<file path="config.mk">
export PLATFORM = sky130hd
export DESIGN_NAME = prp_trig
export DESIGN_NICKNAME = d
export VERILOG_FILES = /design/src/prp_pkg.sv /design/src/prp_trig.sv
export SDC_FILE = /design/constraint.sdc
export NUM_CORES = 2
export LEC_CHECK = 0
export BUFFER_PORTS_ARGS = -buffer_cell sky130_fd_sc_hd__buf_2
export CELL_PAD_IN_SITES_DETAIL_PLACEMENT = 2
export CELL_PAD_IN_SITES_GLOBAL_PLACEMENT = 2
export CORE_MARGIN = 2
export CORE_UTILIZATION = 39
export CTS_CLUSTER_SIZE = 8
export DETAILED_ROUTE_END_ITERATION = 8
export HOLD_SLACK_MARGIN = 0.05
export MAX_ROUTING_LAYER = met4
export PLACE_DENSITY_LB_ADDON = 0.1
export SLEW_MARGIN = 40
export SYNTH_ARGS = -nofsm -noshare
export SYNTH_HDL_FRONTEND = slang
export SYNTH_SLANG_ARGS = --single-unit
</file>
<file path="constraint.sdc">
create_clock -name clk_i -period 8.6 [get_ports clk_i]
set_input_delay 1.29 -clock clk_i [delete_from_list [all_inputs] [get_ports clk_i]]
set_output_delay 1.29 -clock clk_i [all_outputs]
set_load 0.1 [all_outputs]
</file>
<file path="src/prp_pkg.sv">
`timescale 1ns / 1ps
// shared types, register codes and fixed-point helpers for the point rotate/project unit
// no dependencies
package prp_pkg;

  // register indexes of the configuration port
  localparam int REG_IDX_W = 2;
  localparam logic [REG_IDX_W-1:0] REG_VIEW_MODE = 2'd0;
  localparam logic [REG_IDX_W-1:0] REG_YAW       = 2'd1;
  localparam logic [REG_IDX_W-1:0] REG_PITCH     = 2'd2;
  localparam logic [REG_IDX_W-1:0] REG_ROLL      = 2'd3;
  localparam int CFG_DATA_W = 16;

  // view mode codes
  localparam logic [2:0] VIEW_XY    = 3'd0;
  localparam logic [2:0] VIEW_XZ    = 3'd1;
  localparam logic [2:0] VIEW_YZ    = 3'd2;
  localparam logic [2:0] VIEW_ISO   = 3'd3;
  localparam logic [2:0] VIEW_PERSP = 3'd4;

  // base angles in 1/65536 turn
  localparam logic [15:0] ISO_YAW   = 16'd8192;
  localparam logic [15:0] ISO_PITCH = 16'd6420;

  // cordic constants, angle unit 2^-32 turn
  localparam int TAB_LEN   = 24;
  localparam int TAB_IDX_W = 5;
  localparam int CRD_W     = 34;
  localparam logic signed [CRD_W-1:0] CORDIC_GAIN_Q30 = 34'sd652032874;
  localparam logic [31:0] ATAN_TURN [TAB_LEN] = '{
    32'd536870912, 32'd316933406, 32'd167458907, 32'd85004756, 32'd42667331,
    32'd21354465, 32'd10679838, 32'd5340245, 32'd2670163, 32'd1335087,
    32'd667544, 32'd333772, 32'd166886, 32'd83443, 32'd41722, 32'd20861,
    32'd10430, 32'd5215, 32'd2608, 32'd1304, 32'd652, 32'd326, 32'd163, 32'd81
  };

  // camera distance 40.0 in q16.16 and quotient width of the divider
  localparam logic signed [33:0] CAM_DIST_Q16 = 34'sd2621440;
  localparam int QUO_W = 32;

  typedef struct packed {
    logic signed [31:0] pos_x;
    logic signed [31:0] pos_y;
    logic signed [31:0] pos_z;
  } point_in_t;

  typedef struct packed {
    logic signed [31:0] screen_x;
    logic signed [31:0] screen_y;
    logic signed [31:0] depth_out;
    logic               point_valid;
  } point_out_t;

  typedef struct packed {
    logic [2:0]  view_mode;
    logic [15:0] yaw_angle;
    logic [15:0] pitch_angle;
    logic [15:0] roll_angle;
  } cfg_t;

  // cosines and sines in q2.30
  typedef struct packed {
    logic signed [31:0] cy;
    logic signed [31:0] sy;
    logic signed [31:0] cp;
    logic signed [31:0] sp;
    logic signed [31:0] cr;
    logic signed [31:0] sr;
  } trig_t;

  typedef struct packed {
    logic signed [31:0] rx;
    logic signed [31:0] ry;
    logic signed [31:0] z2;
  } rot_out_t;

  // sum of two q16.16 x q2.30 products, rounded to q16.16 and saturated
  function automatic logic signed [31:0] mix_round(input logic signed [63:0] p0,
                                                   input logic signed [63:0] p1);
    logic signed [65:0] acc;
    logic signed [35:0] sh;
    logic signed [31:0] res;
    acc = 66'(p0) + 66'(p1) + 66'sd536870912;
    sh  = 36'(acc >>> 30);
    if (sh > 36'sd2147483647) begin
      res = 32'sh7fffffff;
    end else if (sh < -36'sd2147483648) begin
      res = 32'sh80000000;
    end else begin
      res = sh[31:0];
    end
    return res;
  endfunction

endpackage

</file>
<file path="src/prp_trig.sv">
`timescale 1ns / 1ps
// sine/cosine generator: three cordic lanes stepped once per cycle after reset or a register write
// depends on prp_pkg
module prp_trig #(
  parameter int CORDIC_STEPS = 16
) (
  input  logic            clk_i,
  input  logic            rst_ni,
  input  logic            restart_i,
  input  prp_pkg::cfg_t   cfg_i,
  output prp_pkg::trig_t  trig_o,
  output logic            busy_o
);
  import prp_pkg::*;

  localparam int CNT_W = $clog2(CORDIC_STEPS);

  typedef enum logic [2:0] {
    ST_LOAD = 3'b001,
    ST_RUN  = 3'b010,
    ST_DONE = 3'b100
  } trig_state_e;

  trig_state_e state_q;
  logic [CNT_W-1:0] cnt_q;

  logic signed [CRD_W-1:0] x_q [3];
  logic signed [CRD_W-1:0] y_q [3];
  logic signed [CRD_W-1:0] z_q [3];
  logic [1:0]              quad_q [3];

  logic                    tilted;
  logic [15:0]             ang [3];
  logic [15:0]             shifted [3];
  logic signed [CRD_W-1:0] z_init [3];
  logic signed [CRD_W-1:0] at;
  logic signed [CRD_W-1:0] cos_v [3];
  logic signed [CRD_W-1:0] sin_v [3];

  assign tilted = (cfg_i.view_mode == VIEW_ISO) || (cfg_i.view_mode == VIEW_PERSP);
  assign ang[0] = cfg_i.yaw_angle + (tilted ? ISO_YAW : 16'd0);
  assign ang[1] = cfg_i.pitch_angle + (tilted ? ISO_PITCH : 16'd0);
  assign ang[2] = cfg_i.roll_angle;
  assign at     = signed'({2'b00, ATAN_TURN[TAB_IDX_W'(cnt_q)]});

  always_comb begin
    for (int k = 0; k < 3; k++) begin
      shifted[k] = ang[k] + 16'd8192;
      // residual within one eighth turn, scaled to 2^-32 turn
      z_init[k]  = (CRD_W'($signed({2'b00, shifted[k][13:0]})) - CRD_W'(8192)) <<< 16;
    end
  end

  always_ff @(posedge clk_i or negedge rst_ni) begin
    if (!rst_ni) begin
      state_q <= ST_LOAD;
      cnt_q   <= '0;
    end else if (restart_i) begin
      state_q <= ST_LOAD;
      cnt_q   <= '0;
    end else begin
      case (state_q)
        ST_LOAD: begin
          state_q <= ST_RUN;
          cnt_q   <= '0;
        end
        ST_RUN: begin
          if (cnt_q == CNT_W'(CORDIC_STEPS - 1)) begin
            state_q <= ST_DONE;
          end else begin
            cnt_q <= cnt_q + CNT_W'(1);
          end
        end
        ST_DONE: begin
          state_q <= ST_DONE;
        end
        default: begin
          state_q <= ST_LOAD;
        end
      endcase
    end
  end

  always_ff @(posedge clk_i) begin
    for (int k = 0; k < 3; k++) begin
      if (state_q == ST_LOAD) begin
        x_q[k]    <= CORDIC_GAIN_Q30;
        y_q[k]    <= '0;
        z_q[k]    <= z_init[k];
        quad_q[k] <= shifted[k][15:14];
      end else if (state_q == ST_RUN) begin
        if (!z_q[k][CRD_W-1]) begin
          x_q[k] <= x_q[k] - (y_q[k] >>> cnt_q);
          y_q[k] <= y_q[k] + (x_q[k] >>> cnt_q);
          z_q[k] <= z_q[k] - at;
        end else begin
          x_q[k] <= x_q[k] + (y_q[k] >>> cnt_q);
          y_q[k] <= y_q[k] - (x_q[k] >>> cnt_q);
          z_q[k] <= z_q[k] + at;
        end
      end
    end
  end

  // quadrant fold-back
  always_comb begin
    for (int k = 0; k < 3; k++) begin
      case (quad_q[k])
        2'd0: begin
          cos_v[k] = x_q[k];
          sin_v[k] = y_q[k];
        end
        2'd1: begin
          cos_v[k] = -y_q[k];
          sin_v[k] = x_q[k];
        end
        2'd2: begin
          cos_v[k] = -x_q[k];
          sin_v[k] = -y_q[k];
        end
        default: begin
          cos_v[k] = y_q[k];
          sin_v[k] = -x_q[k];
        end
      endcase
    end
  end

  assign trig_o.cy = cos_v[0][31:0];
  assign trig_o.sy = sin_v[0][31:0];
  assign trig_o.cp = cos_v[1][31:0];
  assign trig_o.sp = sin_v[1][31:0];
  assign trig_o.cr = cos_v[2][31:0];
  assign trig_o.sr = sin_v[2][31:0];
  assign busy_o    = (state_q != ST_DONE);

endmodule

</file>
==> results by group <==
Status
  • Outcome: complete, no violations

Hold path
  • Min-Delay Path Class: in2async

Clocking
  • CTS clk-pin slew, worst paths: 0.06 ns
  • H-Tree Depth: 2
  • Cts hold-fix bufs: 0
  • Setup bufs post-CTS: 0
  • Clk Latency, worst-skew pair: 0.71 ns
  • CTS root buf: clkbuf_16
  • CTS Buf Count: 52
  • Clock Sinks: 319
  • CTS tree: done
  • Post-CTS Resized: 0
  • Clock buffer depth: 3

Synth
  • Ys async rst share: 0.0219
  • Synthesis Warnings: 0
  • Mean Syn Cell Area: 7.73 sq um
  • Most used DFF post-synth: edfxtp_1
  • Yosys top cell by area: edfxtp_1
  • Syn_nets: 7924
  • Cells after Synth: 7347
  • Area contributors post-synth: edfxtp_1 (16%), ha_1 (11%), mux4_2 (9.8%)
  • Syn Std Cell Area: 56800 sq um
  • Number of synthesized flops with an enable pin: 312
  • Synth Register Bits: 319
  • Synth top area share: 0.165
  • Count of different cell masters after synthesis: 98
  • Post-synthesis sequential area ratio: 0.168

Finish
  • Layout filler cell count: 16800
  • Nets: 7761
  • Share of cells above drive strength 1: 0.116
  • Area Growth Syn to Fin: 6.95%
  • Sequential Area: 9560 sq um
  • Area taken by multi-input logic gates: 43700 sq um
  • Final core utilization: 0.418
  • Design area: 60800 sq um

STA
  • Worst slew pin tran: 0.929 ns
  • Final setup violating endpoints: 0
  • Worst-case clock skew: 0.0547 ns
  • RSZ-0062 raised after global routing: false
  • Final setup TNS: 0 ns
  • F_max: 143 MHz
  • Fin. Hold Viols: 0
  • Final Critical Period: 7.01 ns
  • Fin crit share: 0.815
  • Setup ws final: 1.59 ns
  • Final Max Tran Viols: 0
  • Slew HR: 0.365

Placement
  • Place WS: 1.60 ns
  • Routability cong.: 0.907
  • HPWL after detailed placement: 177000 microns
  • PortBufs: 246
  • Placed cell area: 59000 sq um

Critical path
  • Type of the worst setup path: reg2reg
  • Critical Path RT: 9.02 ns
  • Reg2reg setup slack: 1.59 ns
  • Critical path endpoint: x_q[2][32]$_SDFFCE_PP0P_
  • Critical Path End Type: flop
  • Worst path arrival time: 7.43 ns
  • Crit path from: cnt_q[0]$_DFFE_PN0P_
  • Worst Setup Start Kind: flop
  • RR Startpoint: cnt_q[0]$_DFFE_PN0P_
  • Worst-path maximum fanout: 46
  • R2r worst-path depth: 21
  • Reg2reg end: x_q[2][32]$_SDFFCE_PP0P_

GRT
  • Initial antenna violation count: 2
  • Total track usage: 0.316
  • Vias in the first global route: 60600
  • Largest net degree at the start of global routing: 146
  • GRT Residual Overflow: 0
  • First-pass GRT wire length: 363000 microns

Die
  • Area of the die: 149000 sq um
  • Die H: 386 microns
  • # IOs: 247
  • Std-Cell Rows: 140
  • Die X: 386 microns
  • Core Footprint: 145000 sq um
  • Initial Util: 0.391

Route
  • Via count: 57300
  • Antenna-violating nets left: 0
  • 1st-iter DRT viols: 3420
  • DRC Markers: 0
  • Final wirelength: 234000 microns
  • DR vias/cell: 6.27
  • Wire per inst: 25.6 microns
  • Router iterations before antenna repair: 6

Power
  • Power Total: 16.6 mW
  • Lkg Pwr: 24.2 nW
  • Worst VDD drop: 0.377 mV
  • Pwr dens: 274 nW/um^2

Job
  • Max-cap violation count: 0
[state kept, by name (all words and copies together), names as in the netlist]
signal / cells
cnt_q: 4
y_q: 102
quad_q: 6
state_q: 3
z_q: 102
x_q: 102
[kinds of logic (layout without fill, tap and decap cells)]
family                   Yosys count  in the layout  synth area share
AO/OA/AOI/OAI                   2118           2118             0.231
XOR/XNOR                         477            477            0.0735
flip-flops                       319            319             0.168
multiplexers                     522            522             0.148
other                              0              5                 0
buffers and inverters            925            801            0.0633
adder cells (fa/ha/maj)          523            523             0.117
AND/OR/NAND/NOR                 2463           2463             0.199
[critical path: stages, from the launching register on]
cell,delay (ns)
dfrtp_4,0.91
buf_4,0.47
mux4_2,0.55
mux4_2,0.51
inv_1,0.09
ha_1,0.16
nand2_1,0.10
nor3_1,0.34
nor2_1,0.09
xnor2_1,0.15
ha_1,0.21
a2111oi_0,0.49
o21ai_0,0.32
a221oi_1,0.55
o221ai_1,0.22
o21a_1,0.22
a311o_1,0.34
a31oi_1,0.27
o21ai_0,0.16
a211oi_1,0.29
o21bai_1,0.11
mux2i_1,0.12
[cells in the mapped netlist (all sizes together), types with 16 or more instances]
cell type and n:
nand2 821, nor2 765, a21oi 696, o21ai 528
ha 508, clkbuf 424, inv 377, xnor2 329
edfxtp 312, mux4 247, mux2i 212, nor3 193
xor2 148, a21o 125, buf 124, nand3 118
nand2b 91, nor2b 90, o21bai 87, a211oi 82
a31oi 77, o21a 76, or3 69, o31ai 65
mux2 63, nor4 63, or2 54, and2 48
o211ai 47, and3 45, a21boi 39, nand4 31
o41ai 25, a31o 24, or4 22, a2111oi 20
nor3b 20, o22ai 19, o311ai 19, a221oi 18
a311oi 16
[report_power, final]
| part | leakage, nW | internal [mW] | switching (mW) | total [mW] |
|---|---|---|---|---|
| registers | 3.15 | 2.12 | 0.843 | 2.96 |
| clock network | 0.771 | 1.17 | 0.942 | 2.11 |
| logic | 20.3 | 3.76 | 7.80 | 11.6 |
| total | 24.2 | 7.04 | 9.59 | 16.6 |
[cell usage in the layout (no fill, tap or decap), types with 82 or more instances in the layout]
master      n
a211oi_1   82
a21o_1    125
a21oi_1   696
buf_2     248
edfxtp_1  312
ha_1      508
inv_1     370
mux2i_1   212
mux4_2    247
nand2_1   820
nand2b_1   89
nand3_1   118
nor2_1    759
nor2b_1    90
nor3_1    189
o21ai_0   522
o21bai_1   87
xnor2_1   329
xor2_1    148
[through the flow]
step | std cells | hold slack (ns)
2_1_floorplan | 7347 | 0.622
3_3_place_gp | 9039 | 0.636
3_5_place_dp | 9041 | 0.648
4_1_cts | 9134 | 0.366
5_1_grt | 9142 | 0.385
6_report | 9145 | 0.414
[worst min-delay path by stage]
stage / cells past startpoint / slack (ns) / startpoint / endpoint
floorplan: 2 / 0.62 / state_q[2]$_DFFE_PN0P_ / state_q[0]$_DFFE_PN1P_
global placement: 2 / 0.64 / z_q[2][0]$_SDFFCE_PP0P_ / z_q[2][0]$_SDFFCE_PP0P_
detailed placement: 2 / 0.65 / z_q[2][0]$_SDFFCE_PP0P_ / z_q[2][0]$_SDFFCE_PP0P_
CTS: 1 / 0.37 / rst_ni / cnt_q[3]$_DFFE_PN0P_
global route: 1 / 0.39 / rst_ni / cnt_q[3]$_DFFE_PN0P_
finish: 1 / 0.41 / rst_ni / cnt_q[3]$_DFFE_PN0P_
[cell type report]
type | instances | share of cell area
clock inverter | 16 | 0.00229
inverter | 377 | 0.0235
sequential | 319 | 0.157
tap | 1917 | 0.0395
antenna | 5 | 0.000206
clock buffer | 77 | 0.0240
multi-input combinational | 6103 | 0.720
timing repair buffer | 331 | 0.0335
[layer usage]
metal  track usage  up-vias  wire [microns]
met4        0.0847        0            6130
met3        0.0295      334           10300
met1         0.416    29300          107000
li1              -    26300               -
met2         0.517     1381          111000
met5             -        -               0
(Power assumes the default switching activity.)
